$ cat src/design/pjq_pkg.sv
// Package for the priority job queue: widths, codes, cell types.
`timescale 1ns / 1ps
`default_nettype none
package pjq_pkg;

  localparam int unsigned IdW      = 32;
  localparam int unsigned PrioW    = 8;
  localparam int unsigned StatusW  = 3;
  localparam int unsigned OccW     = 5;
  localparam int unsigned OpW      = 2;

  localparam int unsigned QueueDepthDef = 16;
  localparam int unsigned PrioBitsDef   = 8;

  // Op codes; the high bit set means dispatch (both 2 and 3).
  localparam logic [OpW-1:0] OP_INSERT = 2'd0;
  localparam logic [OpW-1:0] OP_CANCEL = 2'd1;

  typedef enum logic [StatusW-1:0] {
    ST_INSERTED   = 3'd0,
    ST_FULL       = 3'd1,
    ST_CANCELLED  = 3'd2,
    ST_NOT_FOUND  = 3'd3,
    ST_DISPATCHED = 3'd4,
    ST_DROPPED    = 3'd5,
    ST_EMPTY      = 3'd6
  } status_e;

  // One queue slot.
  typedef struct packed {
    logic             valid;
    logic             cancelled;
    logic [IdW-1:0]   id;
    logic [PrioW-1:0] prio;
  } entry_t;

  // Command broadcast to every cell.
  typedef struct packed {
    logic             ins;
    logic             cnc;
    logic             dsp;
    logic [IdW-1:0]   id;
    logic [PrioW-1:0] prio;
  } cmd_t;

  localparam entry_t EntryEmpty = '{valid: 1'b0, cancelled: 1'b0, id: '0, prio: '0};

endpackage
`default_nettype wire

$ cat src/design/pjq_cell.sv
// One slot of the sorted queue: holds an entry, shifts with its neighbors.
`timescale 1ns / 1ps
`default_nettype none
module pjq_cell (
  input  wire logic            clk_i,
  input  wire logic            rst_ni,
  input  wire pjq_pkg::cmd_t   cmd_i,
  input  wire pjq_pkg::entry_t left_i,       // entry of the slot in front
  input  wire logic            left_cond_i,  // slot in front takes the new item or shifts
  input  wire pjq_pkg::entry_t right_i,      // entry of the slot behind
  input  wire logic            found_i,      // an earlier slot matched the cancel id
  output pjq_pkg::entry_t      entry_o,
  output logic                 cond_o,
  output logic                 found_o
);
  import pjq_pkg::*;

  entry_t entry_q, entry_d;
  logic   match;

  // Queue is sorted, so this is true from the insert point to the tail.
  assign cond_o  = !entry_q.valid || (cmd_i.prio > entry_q.prio);
  assign match   = entry_q.valid && (entry_q.id == cmd_i.id);
  assign found_o = found_i || match;
  assign entry_o = entry_q;

  always_comb begin
    entry_d = entry_q;
    if (cmd_i.ins) begin
      if (left_cond_i) begin
        entry_d = left_i;
      end else if (cond_o) begin
        entry_d.valid     = 1'b1;
        entry_d.cancelled = 1'b0;
        entry_d.id        = cmd_i.id;
        entry_d.prio      = cmd_i.prio;
      end
    end else if (cmd_i.cnc) begin
      if (match && !found_i) begin
        entry_d.cancelled = 1'b1;
      end
    end else if (cmd_i.dsp) begin
      entry_d = right_i;
    end
  end

  always_ff @(posedge clk_i or negedge rst_ni) begin
    if (!rst_ni) begin
      entry_q <= EntryEmpty;
    end else begin
      entry_q <= entry_d;
    end
  end

endmodule
`default_nettype wire

$ cat src/design/priority_job_queue_with_cancel.sv
// Top level: priority-sorted job queue with cancel, built as a row of slot cells.
// Result: the result of an item accepted at edge N shows with done_o for the cycle
//   after edge N, for exactly one cycle.
// Throughput: one item per cycle; every slot cell compares and shifts in parallel.
// Reset: asynchronous, active low; queue empties, no result is shown.
// busy stays low: the receiver cannot stall, so nothing holds items off.
`timescale 1ns / 1ps
`default_nettype none
module priority_job_queue_with_cancel #(
  parameter int unsigned QUEUE_DEPTH   = pjq_pkg::QueueDepthDef,
  parameter int unsigned PRIORITY_BITS = pjq_pkg::PrioBitsDef
) (
  input  wire logic                        clk_i,
  input  wire logic                        rst_ni,
  input  wire logic                        start,
  output logic                             busy,
  input  wire logic [pjq_pkg::OpW-1:0]     op_i,
  input  wire logic [pjq_pkg::IdW-1:0]     job_id_i,
  input  wire logic [pjq_pkg::PrioW-1:0]   job_priority_i,
  output logic                             done_o,
  output logic [pjq_pkg::StatusW-1:0]      status_o,
  output logic [pjq_pkg::IdW-1:0]          out_job_id_o,
  output logic [pjq_pkg::PrioW-1:0]        out_priority_o,
  output logic [pjq_pkg::OccW-1:0]         occupancy_o
);
  import pjq_pkg::*;

  localparam int unsigned CntW     = $clog2(QUEUE_DEPTH + 1);
  localparam int unsigned MaskBits = (PRIORITY_BITS < PrioW) ? PRIORITY_BITS : PrioW;
  localparam logic [PrioW-1:0] PrioMask = PrioW'((64'd1 << MaskBits) - 64'd1);

  // Cell row state
  entry_t                 cell_entry [QUEUE_DEPTH];
  logic [QUEUE_DEPTH-1:0] cell_cond;
  logic [QUEUE_DEPTH:0]   found_chain;  // ripple of "already matched" front to back

  logic                   accept;
  logic                   is_cancel, is_dispatch, is_insert;
  logic                   full, empty;
  cmd_t                   cmd;

  logic [CntW-1:0]        count_q, count_d;
  logic                   done_q;
  status_e                status_q, status_d;
  logic [IdW-1:0]         out_id_q, out_id_d;
  logic [PrioW-1:0]       out_prio_q, out_prio_d;
  logic [OccW-1:0]        occ_q, occ_d;
  logic [CntW+OccW-1:0]   occ_ext;

  assign busy   = 1'b0;
  assign accept = start && !busy;

  assign is_cancel   = (op_i == OP_CANCEL);
  assign is_insert   = (op_i == OP_INSERT);
  assign is_dispatch = !is_insert && !is_cancel;  // high op bit

  // Valid bits form a thermometer: last slot valid means full, first means non-empty.
  assign full  = cell_entry[QUEUE_DEPTH-1].valid;
  assign empty = !cell_entry[0].valid;

  always_comb begin
    cmd.ins  = accept && is_insert && !full;
    cmd.cnc  = accept && is_cancel;
    cmd.dsp  = accept && is_dispatch && !empty;
    cmd.id   = job_id_i;
    cmd.prio = job_priority_i & PrioMask;
  end

  assign found_chain[0] = 1'b0;

  for (genvar g = 0; g < QUEUE_DEPTH; g++) begin : g_cell
    entry_t left_e, right_e;
    logic   left_c;

    if (g == 0) begin : g_front
      assign left_e = EntryEmpty;
      assign left_c = 1'b0;
    end else begin : g_mid
      assign left_e = cell_entry[g-1];
      assign left_c = cell_cond[g-1];
    end

    if (g == QUEUE_DEPTH - 1) begin : g_tail
      assign right_e = EntryEmpty;  // tail slot frees up on dispatch
    end else begin : g_body
      assign right_e = cell_entry[g+1];
    end

    pjq_cell u_cell (
      .clk_i       (clk_i),
      .rst_ni      (rst_ni),
      .cmd_i       (cmd),
      .left_i      (left_e),
      .left_cond_i (left_c),
      .right_i     (right_e),
      .found_i     (found_chain[g]),
      .entry_o     (cell_entry[g]),
      .cond_o      (cell_cond[g]),
      .found_o     (found_chain[g+1])
    );
  end

  // Occupancy and result
  always_comb begin
    count_d    = count_q;
    status_d   = ST_INSERTED;
    out_id_d   = '0;
    out_prio_d = '0;
    if (is_insert) begin
      if (full) begin
        status_d = ST_FULL;
      end else begin
        status_d = ST_INSERTED;
        count_d  = count_q + CntW'(1);
      end
    end else if (is_cancel) begin
      status_d = found_chain[QUEUE_DEPTH] ? ST_CANCELLED : ST_NOT_FOUND;
    end else begin
      if (empty) begin
        status_d = ST_EMPTY;
      end else begin
        count_d = count_q - CntW'(1);
        if (cell_entry[0].cancelled) begin
          status_d = ST_DROPPED;  // removed silently, fields stay zero
        end else begin
          status_d   = ST_DISPATCHED;
          out_id_d   = cell_entry[0].id;
          out_prio_d = cell_entry[0].prio;
        end
      end
    end
    if (!accept) begin
      count_d = count_q;
    end
  end

  assign occ_ext = {{OccW{1'b0}}, count_d};
  assign occ_d   = occ_ext[OccW-1:0];

  always_ff @(posedge clk_i or negedge rst_ni) begin
    if (!rst_ni) begin
      count_q <= '0;
      done_q  <= 1'b0;
    end else begin
      count_q <= count_d;
      done_q  <= accept;
    end
  end

  always_ff @(posedge clk_i) begin
    if (accept) begin
      status_q   <= status_d;
      out_id_q   <= out_id_d;
      out_prio_q <= out_prio_d;
      occ_q      <= occ_d;
    end
  end

  assign done_o         = done_q;
  assign status_o       = status_q;
  assign out_job_id_o   = out_id_q;
  assign out_priority_o = out_prio_q;
  assign occupancy_o    = occ_q;

endmodule
`default_nettype wire

$ cat config.mk
export PLATFORM = sky130hd
export DESIGN_NAME = priority_job_queue_with_cancel
export DESIGN_NICKNAME = d
export VERILOG_FILES = /design/src/design/pjq_pkg.sv /design/src/design/pjq_cell.sv /design/src/design/priority_job_queue_with_cancel.sv
export SDC_FILE = /design/constraint.sdc
export NUM_CORES = 2
export LEC_CHECK = 0
export BUFFER_PORTS_ARGS = -buffer_cell sky130_fd_sc_hd__buf_2
export CAP_MARGIN = 20
export CORE_MARGIN = 2
export CORE_UTILIZATION = 32
export CTS_CLUSTER_DIAMETER = 200
export DETAILED_ROUTE_END_ITERATION = 16
export PLACE_DENSITY = 0.46
export SLEW_MARGIN = 20
export SYNTH_ARGS = -nofsm -noshare
export SYNTH_HDL_FRONTEND = slang
export SYNTH_SLANG_ARGS = --single-unit
$ cat constraint.sdc
create_clock -name clk_i -period 2.7 [get_ports clk_i]
set_input_delay 0.54 -clock clk_i [delete_from_list [all_inputs] [get_ports clk_i]]
set_output_delay 0.54 -clock clk_i [all_outputs]
set_load 0.03 [all_outputs]
==> flow_summary_export.csv <==
group,metric,value,unit
layout,area_delta_synth_final,36.7,%
placement,detailedPlacementHpwl,150000,um
worst_setup_path,arr_time_crit_path,3.48,ns
worst_setup_path,setup.worst_path.end_class,"flop",
clock_network,cts_htree_levels,3,
timing,finalClockSkew,0.0394,ns
global_route,grt_use_total,0.248,
yosys,synthDominantAreaCellType,"sky130_fd_sc_hd__dfrtp_1",
route,wirelength,206000,um
worst_setup_path,setup.worst_path.start_class,"flop",
route,wire_per_inst,24.2,um
clock_network,cts.sink_count,726,
clock_network,worstSkewPairLatency,0.72,ns
worst_setup_path,critical_path.max_fanout,2,
route,first_iter_violations,3964,
layout,filler_cells,14700,
timing,setup_viol_count_final,2,
timing,slew_headroom,0.400,
floorplan,io_pins,95,
yosys,yosys_most_used_dff,"sky130_fd_sc_hd__dfrtp_1",
timing,timing.final.ws_setup,-0.156,ns
route,antenna_left,0,
timing,timing_hold_violations_final,0,
layout,commonest_cells_after_routing_fill_and_taps_aside,"1130 x sky130_fd_sc_hd__buf_4, 672 x sky130_fd_sc_hd__dfrtp_1, 598 x sky130_fd_sc_hd__nor2_1",
worst_setup_path,critical-path-slowest-cell,"sky130_fd_sc_hd__or4b_4",
clock_network,buffer_levels_on_the_longest_clock_path,3,
timing,timing.setup.tns,-0.165,ns
floorplan,die_width,396,um
floorplan,num_rows,143,
global_route,grt_antenna_before_repair,5,
placement,dp_slack,-0.849,ns
timing,count_of_pins_over_their_slew_limit,0,
timing,peak_freq,350,MHz
layout,num-nets-final,6591,
global_route,grt_first_pass_wirelength,297000,um
outcome,outcome,"complete, but fails checks",
floorplan,dieArea,157000,um2
global_route,first_global_vias,45900,
timing,period_utilization,1.06,
outcome,violations_in_the_final_reports,"negative setup slack",
yosys,synth.ff_latch_count,726,
global_route,grt_max_degree,119,
yosys,synth_top_cell_area_share,0.345,
yosys,postSynth.asyncResetShare,0.934,
global_route,gr_ovfl_total,0,
pwr,p_leak,33.2,nW
timing,setup_repair_after_global_routing_missed_its_margin,"yes",
worst_setup_path,crit_path_frequent_cell,"sky130_fd_sc_hd__or4_1",
clock_network,clkSlewWorstSetupHoldPaths,0.06,ns
floorplan,core_region_area,152000,um2
yosys,post_synth_instance_area,49200,um2
clock_network,cts_made_buffers,95,
yosys,synth_edf_count,48,
yosys,syn-num-nets,5594,
route,detailroute.via_count,46300,
pwr,maximum_vdd_drop,610,uV
yosys,synth.top_cells.by_area,"sky130_fd_sc_hd__dfrtp_1 35%, sky130_fd_sc_hd__mux2i_1 11%, sky130_fd_sc_hd__a211oi_1 5.9%",
floorplan,start_util,0.323,
min_path,min_path_type,"input port to flop",
clock_network,root_buffer,"sky130_fd_sc_hd__clkbuf_16",
yosys,synth_seq_area_share,0.374,
yosys,netlist_instances,5427,
yosys,synth.yosys.warnings,0,
placement,io_buffer_count,93,
clock_network,clock_tree_from_tritoncts,"done",
worst_setup_path,critPathMaxStageDelay,0.56,ns
route,route.detailed.drc,0,
pwr,power.total,71.2,mW
placement,gpl.final_weighted_congestion,0.963,
route,drt-pass1-iter-count,8,
timing,worst_pin_slew,0.899,ns
layout,mostFrequentLayoutCell,"sky130_fd_sc_hd__buf_4",
floorplan,die_height,396,um
timing,final.min_clock_period,2.86,ns
yosys,synth_cell_type_count,67,
layout,layout-drive-gt1-share,0.284,
route,viasPerCell,5.42,
run,maximum_capacitance_violations,0,
yosys,postSynthAreaPerCell,9.06,um2
worst_setup_path,timing.setup.critical_path_class,"flop to flop",
worst_setup_path,critical_path_required,3.32,ns
worst_setup_path,worstPathCellList,"xnor2_2 -> o221ai_1 -> or4_1 -> or4_1 -> or4b_4 -> or4_4 -> o211ai_2",
pwr,power.density_cell_area,1060,nW/um2
==> cells by family (layout without fill, tap and decap cells) <==
logic type	count (synthesis)	after routing	share of synthesized area
compound gates	1420	1420	0.192
simple gates	1371	1371	0.128
flops	726	726	0.374
buf+inv	660	1733	0.0551
mux	616	616	0.128
xor+xnor	511	511	0.0913
fa+ha+maj	122	122	0.0311
other cells	1	3	0.0000763
==> power breakdown <==
group	leakage, nW	internal, mW	switching (mW)
Combinational	22.3	18.5	19.4
Sequential	9.27	15.5	4.62
Clock	1.54	7.67	5.48
Total	33.2	41.7	29.5
==> layout make-up <==
cell class / count / area [um2] / area share
multi-input combinational: 4041 / 29700 / 0.442
sequential: 726 / 18400 / 0.274
timing repair buffer: 1416 / 12800 / 0.191
clock buffer: 144 / 2820 / 0.0420
tap: 2030 / 2540 / 0.0378
inverter: 144 / 544 / 0.00810
clock inverter: 29 / 320 / 0.00477
antenna: 2 / 5.00 / 0.0000745
==> layer usage <==
metal	up-vias	GRT usage	routed length [um]	share of wire
li1	21400	-	-	-
met1	23400	0.363	98300	0.48
met2	1268	0.382	90100	0.44
met3	212	0.0404	14200	0.069
met4	8	0.0521	3530	0.017
met5	-	0	49	0.00024
==> registers in the layout, indices dropped and copies added, names as in the netlist <==
signal and count:
status_o 3, g_cell.u_cell.entry_o 672, out_priority_o 8, done_o 1, count_q 5, occupancy_o 5, out_job_id_o 32
==> path summary, 6_finish.rpt <==
kind                                                           startpoint                                        end  slack (ns)  depth (start not counted)
worst max register to register  g_cell[14].u_cell.entry_o[21]$_DFFE_PN0P_  g_cell[14].u_cell.entry_o[40]$_DFFE_PN0P_       -0.16                          7
worst max-delay path            g_cell[14].u_cell.entry_o[21]$_DFFE_PN0P_  g_cell[14].u_cell.entry_o[40]$_DFFE_PN0P_       -0.16                          7
worst min-delay path                                                start                           done_o$_DFF_PN0_        0.25                          2
min in group asynchronous                                          rst_ni  g_cell[14].u_cell.entry_o[10]$_DFFE_PN0P_        0.37                          2
worst min register to register                       count_q[4]$_DFF_PN0_                       count_q[4]$_DFF_PN0_        0.48                          1
max in group asynchronous                                          rst_ni  g_cell[11].u_cell.entry_o[39]$_DFFE_PN0P_        1.40                          3
==> Yosys cell counts, drive strengths merged (55+ instances only) <==
master	n
a211oi	386
a21o	342
a21oi	174
and3	99
buf	133
clkbuf	383
dfrtp	678
ha	122
inv	143
mux2	89
mux2i	527
nand2	294
nand3	55
nand4	93
nor2	599
nor4	97
o21ai	302
o31ai	94
xnor2	250
xor2	261
==> metrics by stage <==
| step | hold slack (ns) | instance area (um2) | utilization | instances |
|---|---|---|---|---|
| 2_1_floorplan | 0.244 | 49400 | - | 5427 |
| 3_3_place_gp | 0.462 | 61700 | 0.405 | 8285 |
| 3_5_place_dp | 0.466 | 61700 | 0.405 | 8285 |
| 4_1_cts | 0.195 | 65200 | 0.428 | 8466 |
| 5_1_grt | 0.241 | 67200 | 0.441 | 8530 |
| 6_report | 0.245 | 67200 | 0.441 | 8532 |
==> what timing repair did <==
| item | CTS | global route |
|---|---|---|
| resized for setup | 51 | 207 |
| gates cloned | 1 | 23 |
| pin swaps | 7 | 63 |
| hold endpoints to repair | 23 | 0 |
| buffers inserted | 8 | 47 |
| hold buffers | 1 | 0 |
| setup endpoints to repair | 150 | 558 |
==> critical path: cells and delay by family, from the launching register on <==
family           cells  cell delay [ns]
AO/OA/AOI/OAI        2             0.31
AND/OR/NAND/NOR      4             1.84
XOR/XNOR             1             0.24
flip-flops           1             0.40
No activity file was read; power rests on OpenSTA's default activity.
